--- src/hw/rtl/ssd_pkg.sv ---
`default_nettype none
package ssd_pkg;
    localparam int LIST_DEPTH = 32;
    localparam int INDEX_BITS = 16;
    localparam int ELEM_W     = 16;
    localparam int N_CELLS    = 2 * LIST_DEPTH;
    localparam int CNT_W      = $clog2(LIST_DEPTH + 1);

    localparam logic [1:0] OP_LEFT  = 2'd0;
    localparam logic [1:0] OP_RIGHT = 2'd1;
    localparam logic [1:0] OP_RUN   = 2'd2;

    // one distinct value with its left multiplicity and right presence
    typedef struct packed {
        logic                  vld;
        logic [INDEX_BITS-1:0] value;
        logic [CNT_W-1:0]      lcnt;
        logic                  rflg;
    } t_entry;

    typedef struct packed {
        logic shift;
        logic dec;
    } t_cell_ctl;
endpackage
`default_nettype wire

--- src/hw/rtl/ssd_cell.sv ---
`default_nettype none
module ssd_cell (
    input  wire                 i_clk,
    input  wire                 i_rst_n,
    input  wire ssd_pkg::t_cell_ctl i_ctl,
    input  wire ssd_pkg::t_entry    i_tok,
    input  wire ssd_pkg::t_entry    i_right,
    output ssd_pkg::t_entry     o_tok,
    output ssd_pkg::t_entry     o_entry
);
    import ssd_pkg::*;

    t_entry r_ent, n_ent;
    t_entry r_tok, n_tok;

    always_comb begin
        n_ent = r_ent;
        n_tok = '0;
        if (i_ctl.shift) begin
            n_ent = i_right;
        end else if (i_ctl.dec) begin
            n_ent.lcnt = r_ent.lcnt - CNT_W'(1);
        end else if (i_tok.vld) begin
            if (!r_ent.vld) begin
                n_ent = i_tok;
            end else if (r_ent.value == i_tok.value) begin
                // merge duplicates into one entry
                n_ent.lcnt = r_ent.lcnt + i_tok.lcnt;
                n_ent.rflg = r_ent.rflg | i_tok.rflg;
            end else if (i_tok.value < r_ent.value) begin
                n_ent = i_tok;
                n_tok = r_ent;
            end else begin
                n_tok = i_tok;
            end
        end
    end

    always_ff @(posedge i_clk) begin
        if (!i_rst_n) begin
            r_ent <= '0;
            r_tok <= '0;
        end else begin
            r_ent <= n_ent;
            r_tok <= n_tok;
        end
    end

    assign o_tok   = r_tok;
    assign o_entry = r_ent;
endmodule
`default_nettype wire

--- config.mk ---
export PLATFORM = sky130hd
export DESIGN_NAME = ssd_cell
export DESIGN_NICKNAME = d
export VERILOG_FILES = /design/src/hw/rtl/ssd_pkg.sv /design/src/hw/rtl/ssd_cell.sv
export SDC_FILE = /design/constraint.sdc
export NUM_CORES = 1
export LEC_CHECK = 0
export BUFFER_PORTS_ARGS = -buffer_cell sky130_fd_sc_hd__clkbuf_2
export CORE_ASPECT_RATIO = 1.75
export CORE_MARGIN = 3
export CORE_UTILIZATION = 39
export CTS_CLUSTER_SIZE = 24
export DETAILED_ROUTE_END_ITERATION = 8
export GPL_TIMING_DRIVEN = 0
export PLACE_DENSITY = 0.71
export SLEW_MARGIN = 40
export SYNTH_ARGS = -nofsm -noshare
export SYNTH_HDL_FRONTEND = slang
export SYNTH_SLANG_ARGS = --single-unit
--- constraint.sdc ---
create_clock -name i_clk -period 2.9 [get_ports i_clk]
set_input_delay 0.29 -clock i_clk [delete_from_list [all_inputs] [get_ports i_clk]]
set_output_delay 0.29 -clock i_clk [all_outputs]
set_load 0.02 [all_outputs]
; After elaboration in Yosys (flattened, before gate mapping)
; Cells that the tools add are included.
[word_totals]
reg_bits = 48
word_cells = 38
[classes]
n_bitwise = 4
mux = 10
addsub = 2
reduce_logical = 7
magnitude_cmp = 1
n_eq_ne = 6
[op_table]
columns = operator, n
row1 = $mux 24, 3
row2 = $mux 23, 2
row3 = $mux 17, 1
row4 = $eq 16x16->1, 1
row5 = $lt 16x16->1, 1
row6 = $mux 16, 1
row7 = $mux 7, 1
row8 = $add 6x6->6, 1
row9 = $mux 6, 1
row10 = $reduce_or 6->1, 1
row11 = $sub 6x1->6 const B, 1
row12 = $ne 5x3->1 const B, 1
row13 = $ne 4x2->1 const B, 1
row14 = $reduce_and 2->1, 2
row15 = $reduce_and 4->1, 1
row16 = $ne 3x2->1 const B, 1
row17 = $ne 3x3->1 const B, 1
row18 = $not 1->1, 3
row19 = $reduce_and 3->1, 1
row20 = $reduce_bool 3->1, 1
row21 = $ne 2x1->1 const B, 1
row22 = $reduce_bool 2->1, 1
row23 = $mux 1, 1
row24 = $or 1x1->1, 1

; Depth between registers and ports, before layout
; Gate-level depths: netlist (run 1).
[logic_depth]
depth_word = 7
ltp_mapped = 10
mapped_depth_nobuf = 8

; Least setup slack after synthesis (run 1)
; Ideal clock, no wire load.
[synth_path]
path_type = register -> register
start = reg r_ent (netlist bit o_entry[22])
end = reg r_ent (netlist bit o_entry[0])
n_path_buf = 1
setup_ns = 0.079
period_less_slack_ns = 2.509
setup_slack_ns = 0.391
stages_incl_launch_ff = 10
t_arrival_ns = 2.431
cell_sequence = dfxtp_1 inv_1 ha_1 nand4_2 nor3_1 or3_4 or4_4 buf_6 a2111o_1 o211ai_1
[synth_between]
elab_chain_len = 6
elab_cells_between_ends = 9
cone_classes = order compare (1) / eq/ne (2) / mux (5) / reduce/logical (1)
[synth_rtl]
columns = element, line_no
row1 = from (decl), ssd_cell.sv:13  ; t_entry r_ent, n_ent;
row2 = from (signal assigned), ssd_cell.sv:44  ; r_ent <= n_ent;
row3 = branches (longest 6 deep; another with $lt 16x16->1), --
; Several ways; the timed one is not identified. The select of a mux whose other input is x is not followed.
; A chain may end at the register's enable or synchronous reset.

; Worst setup path in the final report (run 1)
[layout_path]
start = reg r_ent (netlist bit o_entry[20])
end = reg r_tok (netlist bit o_tok[12])
[layout_between]
elab_chain_len = 2
elab_cells_between_ends = 4
cone_classes = order compare (1) / eq/ne (1) / mux (1) / reduce/logical (1)
[layout_rtl]
columns = element, line_no
row1 = $lt 16x16->1 / $eq 16x16->1 (equally long branches), "ssd_cell.sv:30, ssd_cell.sv:26"
row2 = $mux 23 / $reduce_or 6->1 (equally long branches), --
row3 = to (signal assigned), ssd_cell.sv:45  ; r_tok <= n_tok;
row4 = to (decl), ssd_cell.sv:14  ; t_entry r_tok, n_tok;
; Parallel ways exist; a longest one is shown, timed or not.

==> metrics.txt, run 1 <==
status finished, final reports clean; post-synthesis compound-gate area fraction 19.9%; Pwr Total 1900 uW; Seq/Total Area, Yosys about a third; Global Route Usage Sum roughly a fifth; Post-synth top flop dfxtp_1; Pint ~1300 uW; commonest non-fill, non-tap cells in the layout clkbuf_2, dfxtp_1, mux2i_1; number of diodes 0; Worst-Margin Slew about 0.75 ns; Async SR Flop Fraction 0%; switch share 32.8%; Post-Route WL between 8000 and 9000 um; register share of total power ~39%; Max Slew Vio Count 0; Avg Vias per Cell about 5.5; synthesized cell area about 2900 um2; multiplexer share of the synthesized area approximately 14%; syn_nets roughly 390; most common cell after layout, fill and taps aside clkbuf_2; simple-gate share of the synthesized area around an eighth; Max Freq around 370 MHz; crit path DAT ~2.9 ns; DRC errors left 0; CP Capture Type flop; Final #Nets approximately 500; Final Skew 0.00857 ns; vias 2812; Setup Buffers After CTS 0; I/O Pins 100; Ys Warns 0; main combinational cell family by area after synthesis compound AO/OA/AOI/OAI gates; pin count of the biggest net entering global routing 15; Detailed Routing Iterations Pass 1 5; clk_lat worst skew around 0.30 ns; vias in the first global route about 2900; GRT Residual Overflow 0; fin util between 50% and 60%; share of layout cells above drive strength 1 around 28%; Sw Pwr 624 uW; Post-Syn Instances around 320; clock root buffer clkbuf_16; GPL Wtd Cong about 0.86; Routed Antenna Nets 0; CP Max Fanout 10; first-pass GRT wire length 13700 um; Worst Hold Class primary input to flop; Die Span Y approximately 120 um; final hold vios 0; TNS Setup 0 ns; die footprint roughly 8400 um2; RSZ-0062 raised after global routing no; XOR/XNOR Fraction of Synth Area under 10%; drt initial violations ~160; Routed wire per std cell between 15 and 20 um; hpwl dp between 6000 and 7000 um; Max IR drop VDD around 420 uV; Gate power share just under 30%; clock network power share 31.3%; Initial Util about two fifths; post-synthesis adder-cell area fraction between 10% and 20%; clock buffer depth 2; area growth from synthesis to layout 26.2%; syn_area_per_cell about 9 um2; Netlist cell types between 40 and 50; Die Wd ~70 um; Post-synth EDFFs 0; CTS Hold Buffers Added 0; Yosys reg bits 48; Site Rows 40; Resized Gates After CTS 0; fin crit period approximately 2.7 ns; H-Tree Depth 2; PortBufs between 90 and 100; critical path type flop to flop; initial antenna violation count 0; placed instance area 3460 um2; Leakage between 0.0015 and 0.002 uW; CORE AREA 7010 um2; Clk pin slew, worst setup/hold paths 0.06 ns; Worst slew margin approximately 50%; Critical Path RT around 3.1 ns; Critical Path Source Type flop; setup violators final 0; ratio of total power to cell area ~530 nW/um2; CTS Buf Count 5; fin crit share 92.0%; final design area excluding fillers approximately 3600 um2; CTS tree done; max cap viols 0; clock sink count 48
[power groups by stage]
stage	combinational [uW]	sequential, uW	clock, uW
floorplan	340	795	0
global placement	547	761	0
detailed placement	556	762	0
CTS	560	748	608
global route	616	754	627
finish	559	748	597
[registers in the layout, summed over array words and instances, names as in the netlist]
register	cells
o_entry	24
o_tok	24
[stage by stage]
stage | hold slack [ns] | std cells | setup WS (ns)
final | 0.263 | 508 | 0.232
after global routing | 0.285 | 508 | 0.0347
after detailed placement | 0.538 | 500 | 0.176
after CTS | 0.262 | 508 | 0.148
after global placement | 0.536 | 500 | 0.177
after floorplan | 0.437 | 318 | 0.391
[cell families (layout without fill, tap and decap cells)]
| family | count (synthesis) | count (layout) |
|---|---|---|
| AOI/OAI and AO/OA | 83 | 83 |
| and+or+nand+nor | 72 | 72 |
| DFF | 48 | 48 |
| buffers and inverters | 44 | 150 |
| muxes | 40 | 40 |
| adders and majority gates | 23 | 23 |
| xor gates and xnor gates | 8 | 8 |
[worst max-delay path: stages, from the launching register on]
cell and delay (ns):
dfxtp_1 0.39, inv_1 0.06, ha_1 0.30, nand4_2 0.18
or3_1 0.42, a21oi_1 0.30, or4_4 0.20, buf_6 0.14
buf_4 0.24, mux2i_1 0.26, nor2_1 0.05
[final cells by class]
cell class	count	area, um2
clock buffer	7	143
inverter	24	90.1
fill	680	3390
clock inverter	1	7.51
buffer	20	96.3
sequential	48	961
multi-input combinational	226	1720
tap	84	105
timing repair buffer	98	490
[final timing paths]
kind	from	endpoint	slack [ns]	cells past startpoint
max	o_entry[20]	o_tok[12]	0.23	10
min	i_right[6]	o_entry[6]	0.26	3
min reg2reg	o_entry[16]	o_tok[16]	0.56	2
max reg2reg	o_entry[20]	o_tok[12]	0.23	10
[synth_stat cells (2+ instances only)]
master | n | area (um2)
xnor2_1 | 3 | 26.3
nor3_1 | 2 | 10.0
o31ai_1 | 7 | 52.6
nand4_1 | 4 | 25.0
ha_1 | 22 | 275
nand3_1 | 3 | 15.0
a21o_1 | 2 | 15.0
o21ai_0 | 27 | 135
buf_4 | 2 | 15.0
dfxtp_1 | 48 | 961
nor2b_1 | 3 | 18.8
a311oi_1 | 2 | 17.5
and3_1 | 2 | 12.5
or3_1 | 5 | 31.3
o311a_1 | 16 | 160
nor3b_1 | 3 | 22.5
buf_2 | 2 | 10.0
xor2_1 | 5 | 43.8
mux2i_1 | 39 | 390
a32oi_1 | 2 | 17.5
nor2_1 | 32 | 120
a211oi_1 | 3 | 22.5
a21oi_1 | 15 | 75.1
nand2_1 | 8 | 30.0
o211ai_1 | 2 | 15.0
clkbuf_1 | 14 | 52.6
nor4_2 | 2 | 25.0
a221oi_1 | 3 | 26.3
inv_1 | 24 | 90.1
[routing by layer]
metal | wire length, um | up-vias | global-route usage, %
met4 | 246 | 0 | 10.1
li1 | - | 1378 | -
met5 | 0 | - | 0
met1 | 3130 | 1324 | 20.7
met2 | 4850 | 92 | 39.2
met3 | 444 | 18 | 3.97
Note: power is estimated with default switching activity, not from simulation.
==> run 2, diff against run 1 <==
- CORE_MARGIN: 3 -> 8
- PLACE_DENSITY: 0.71 -> 0.64
==> run 2 against run 1 <==
  * First-iteration DRC count down 44%
  * Fmax fell by 1.7%
  * Via count fell by 0.46%
  * Flip-flop and latch count unchanged
  * Clock-buffer cell count decreased by 1
  * Largest cell class unchanged
  * Largest power group unchanged
==> metrics.txt, run 2 (synthesized netlist as in run 1, its figures left out) <==
status finished, final reports clean; drt initial violations 88; Hold Startpoint i_tok[0]; area growth from synthesis to layout 25.7%; clock buffer depth 2; CORE AREA between 7000 and 8000 um2; Top delay family on crit path simple AND/OR/NAND/NOR gates; Clk pin slew, worst setup/hold paths ~0.060 ns; Max Freq around 370 MHz; Die Span Y roughly 130 um; share of layout cells above drive strength 1 27.9%; I/O Pins 100; pin count of the biggest net entering global routing 14; Worst slew margin 50.6%; PortBufs 98; Global Route Usage Sum between 10% and 20%; Avg Vias per Cell around 5.5; GRT Residual Overflow 0; cell-by-cell trace of the critical path inv_1 > ha_1 > a211oi_1 > nor2_1 > or3_1 > nor4_2 > clkbuf_1 > o21ai_0 > o311a_1; Post-Route WL between 8000 and 9000 um; clk_lat worst skew 0.29 ns; worst slack at placement roughly 0.12 ns; TNS Setup 0 ns; Final Skew roughly 0.0046 ns; number of diodes 0; crit path DAT roughly 2.9 ns; CP Capture Type flop; CTS Buf Count 5; setup violators final 0; final hold vios 0; reg2reg start o_entry[20]; R2R Path End o_entry[19]; fin crit period around 2.7 ns; CP max-delay cell clkbuf_1; Die Wd between 80 and 90 um; most common cell after layout, fill and taps aside clkbuf_2; ratio of total power to cell area 517 nW/um2; hold path depth 3; Worst Hold Class primary input to flop; hpwl dp 7320 um; Detailed Routing Iterations Pass 1 4; vias in the first global route around 3000; Critical Path RT between 3 and 4 ns; WP depth 9; Initial Util 39.9%; Critical Path Source Type flop; Worst-Margin Slew around 0.74 ns; Max Slew Vio Count 0; CP Max Fanout 10; H-Tree Depth 2; CTS tree done; Site Rows 41; initial antenna violation count 0; first-pass GRT wire length roughly 14000 um; Max IR drop VDD about 310 uV; hold worst-path end o_tok[0]; Worst Reg-to-Reg Cells 9; Pwr Total 1860 uW; vias between 2000 and 3000; Routed wire per std cell between 15 and 20 um; commonest non-fill, non-tap cells in the layout clkbuf_2, dfxtp_1, mux2i_1; clock sink count between 40 and 50; Final WS setup approximately 0.18 ns; Critical Path Max Stage Delay about 0.40 ns; WP buf/inv 2; Setup Buffers After CTS 0; clock root buffer clkbuf_16; critical path type flop to flop; Leakage approximately 0.0018 uW; Final #Nets 498; GPL Wtd Cong roughly 0.87; RSZ-0062 raised after global routing no; die footprint around 10000 um2; FF-to-FF setup slack 0.18 ns; max cap viols 0; fin crit share 93.6%; Routed Antenna Nets 0; DRC errors left 0
-- run 2: timing repair --
action | in CTS | in global routing
resized for setup | 0 | 4
endpoints found under the setup margin | 0 | 11
hold buffers | 0 | 0
endpoints found under the hold margin | 0 | 0
-- run 2: area by class of cell --
class	count	area [um2]
clock inverter	1	5.00
fill	747	3580
sequential	48	961
clock buffer	6	129
timing repair buffer	98	490
tap	86	108
multi-input combinational	226	1720
buffer	20	95.1
inverter	24	90.1
-- run 2: per-stage QoR --
step	cell area, um2	utilization (%)	instances	hold slack, ns
floorplan	2860	-	318	0.437
global placement	3460	48.2	502	0.532
detailed placement	3460	48.2	502	0.541
CTS	3590	50.1	509	0.254
global route	3600	50.1	509	0.290
finish	3600	50.1	509	0.260
-- run 2: worst max-delay path by stage --
stage / from / end / slack, ns
finish: o_entry[20] / o_entry[19] / 0.18
global route: o_entry[20] / o_entry[21] / 0.01
CTS: o_entry[20] / o_tok[6] / 0.11
detailed placement: o_entry[21] / o_tok[6] / 0.12
global placement: o_entry[21] / o_tok[12] / 0.13
floorplan: o_entry[22] / o_entry[0] / 0.39
-- run 2: per-layer routing --
metal | wire length, um | track usage (%) | vias to the layer above
li1 | - | - | 1377
met1 | 3350 | 16.8 | 1338
met2 | 4990 | 33.2 | 74
met3 | 511 | 3.40 | 10
met4 | 146 | 7.62 | 0
met5 | 0 | 0 | -
-- run 2: tightest hold or removal path, delay by kind of cell --
kind / cells / cell delay, ns
AND/OR/NAND/NOR: 1 / 0.07
buffers and inverters: 1 / 0.09
multiplexers: 1 / 0.06
-- run 2: power breakdown --
part	total, uW	internal, uW	leakage [uW]	switching [uW]
sequential	748	698	0.000393	49.7
clock	550	314	0.0000667	236
combinational	561	239	0.00129	322
==> run 3, diff against run 2 <==
- BUFFER_PORTS_ARGS: -buffer_cell sky130_fd_sc_hd__clkbuf_2 -> -buffer_cell sky130_fd_sc_hd__buf_2
- HOLD_SLACK_MARGIN: default -> 0.12
- clock period: 2.9 -> 2.5 ns (I/O delays scaled with it)
==> run 3 against run 2 <==
  * Critical endpoint is now o_entry[0]
  * Critical path type unchanged
  * Critical path depth decreased by 1
  * First-iteration DRC count increased by 5.7%
  * Clock-buffer cell count did not move
==> metrics.txt, run 3 (synthesized netlist as in run 1, its figures left out) <==
pin count of the biggest net entering global routing 15; final std cells w/o fill between 500 and 600; crit path DAT between 2 and 3 ns; critical path launch point o_entry[8]; PortBufs 98; clock sink count 48; CP Capture Type flop; clock root buffer clkbuf_16; CTS Buf Count 5; GPL Wtd Cong a little under 0.9; Post-Route WL approximately 9200 um; drt initial violations 93; critical path type flop to flop; H-Tree Depth 2; DRC errors left 0; fin crit share between 90% and 100%; max cap viols 0; number of diodes 0; Global Route Usage Sum around 17%; Routed Antenna Nets 0; most common cell after layout, fill and taps aside buf_2; setup violators final 0; Hold Startpoint i_tok[0]; I/O Pins 100; TNS Setup 0 ns; Site Rows between 40 and 50; Final #Nets between 500 and 600; Worst slew margin 48.4%; Clk pin slew, worst setup/hold paths approximately 0.060 ns; Max Freq between 400 and 500 MHz; commonest non-fill, non-tap cells in the layout buf_2, dfxtp_1, mux2i_1; clk_lat worst skew between 0.2 and 0.3 ns; Max Slew Vio Count 0; Critical Path RT about 2.7 ns; area growth from synthesis to layout 33.7%; reg2reg start o_entry[8]; CTS tree done; placed cell count about 500; CTS Hold Buffers Added 0; Initial Util about two fifths; hpwl dp a little over 7000 um; share of layout cells above drive strength 1 34.2%; vias 2825; Die Wd 80.8 um; Worst-Margin Slew roughly 0.77 ns; fin crit period between 2 and 2.5 ns; clock buffer depth 2; Detailed Routing Iterations Pass 1 4; Max IR drop VDD between 300 and 400 uV; Leakage about 0.0018 uW; GRT Residual Overflow 0; Die Span Y 129 um; Avg Vias per Cell about 5.5; ratio of total power to cell area roughly 610 nW/um2; status finished, final reports clean; Final Skew about 0.0033 ns; CORE AREA 7180 um2; Critical Path Source Type flop; first-pass GRT wire length approximately 14000 um; filler cell count approximately 710; RSZ-0062 raised after global routing yes; Routed wire per std cell between 15 and 20 um; final hold vios 0; initial antenna violation count 0; die footprint approximately 10000 um2; CP Max Fanout 6; Worst Hold Class primary input to flop; vias in the first global route roughly 3000
## run 3: cell types whose count changed in the layout (fill, tap and decap cells not counted), moves of 2 or more
cell | previous run | this run
clkbuf_2 | 100 | 2
buf_2 | 2 | 100
dfxtp_2 | 0 | 9
buf_4 | 2 | 5
ha_1 | 22 | 19
clkbuf_1 | 13 | 10
dfxtp_1 | 48 | 39
ha_4 | 0 | 3
a21oi_1 | 15 | 13
nor4_4 | 0 | 2
## run 3: per-stage QoR
step	setup WS, ns	power, uW	util (%)	cell area [um2]	hold slack, ns
4_1_cts	0.00593	2330	51.8	3720	0.211
2_1_floorplan	0.0259	1320	-	2870	0.397
6_report	0.0625	2350	53.3	3830	0.216
5_1_grt	-0.0520	2470	53.3	3830	0.235
3_5_place_dp	-0.245	1530	48.2	3460	0.513
3_3_place_gp	-0.222	1520	48.2	3460	0.510
## run 3: layer usage
layer	vias to the layer above	share of wire (%)	track usage [%]
li1	1384	-	-
met1	1348	36	16.9
met2	80	56	34.0
met3	13	5.5	2.98
met4	0	2.5	7.20
met5	-	0	0
## run 3: repair_timing
action,4_1_cts,5_1_grt
endpoints found under the setup margin,43,35
resized for setup,19,17
cloned,0,1
pin swaps,2,5
buffers inserted,1,3
## run 3: power by group
group          total, uW  switching (uW)  internal (uW)
Sequential           869            55.8            813
Clock                756             286            471
Combinational        724             400            325
Total               2350             741           1610
## run 3: worst paths after layout
kind / slack, ns / cells past startpoint / endpoint
hold reg to reg: 0.53 / 2 / o_tok[17]
setup / recovery: 0.06 / 8 / o_entry[0]
setup reg to reg: 0.06 / 8 / o_entry[0]
hold / removal: 0.22 / 3 / o_tok[0]
## run 3: area by class of cell
type | instances | area, um2 | share of cell area, %
Clock inverter | 2 | 35.0 | 0.915
Multi-Input combinational cell | 226 | 1840 | 48.0
Timing Repair Buffer | 103 | 546 | 14.3
Clock buffer | 6 | 129 | 3.37
Buffer | 18 | 111 | 2.91
Sequential cell | 48 | 972 | 25.4
Inverter | 24 | 90.1 | 2.35
Tap cell | 86 | 108 | 2.81
## run 3: critical path: stages (launching register included)
cell	delay (ns)
dfxtp_2	0.36
inv_1	0.05
ha_1	0.28
nor2b_1	0.14
o211ai_1	0.27
a21oi_4	0.12
or4_4	0.65
a2111o_1	0.40
o211ai_1	0.10
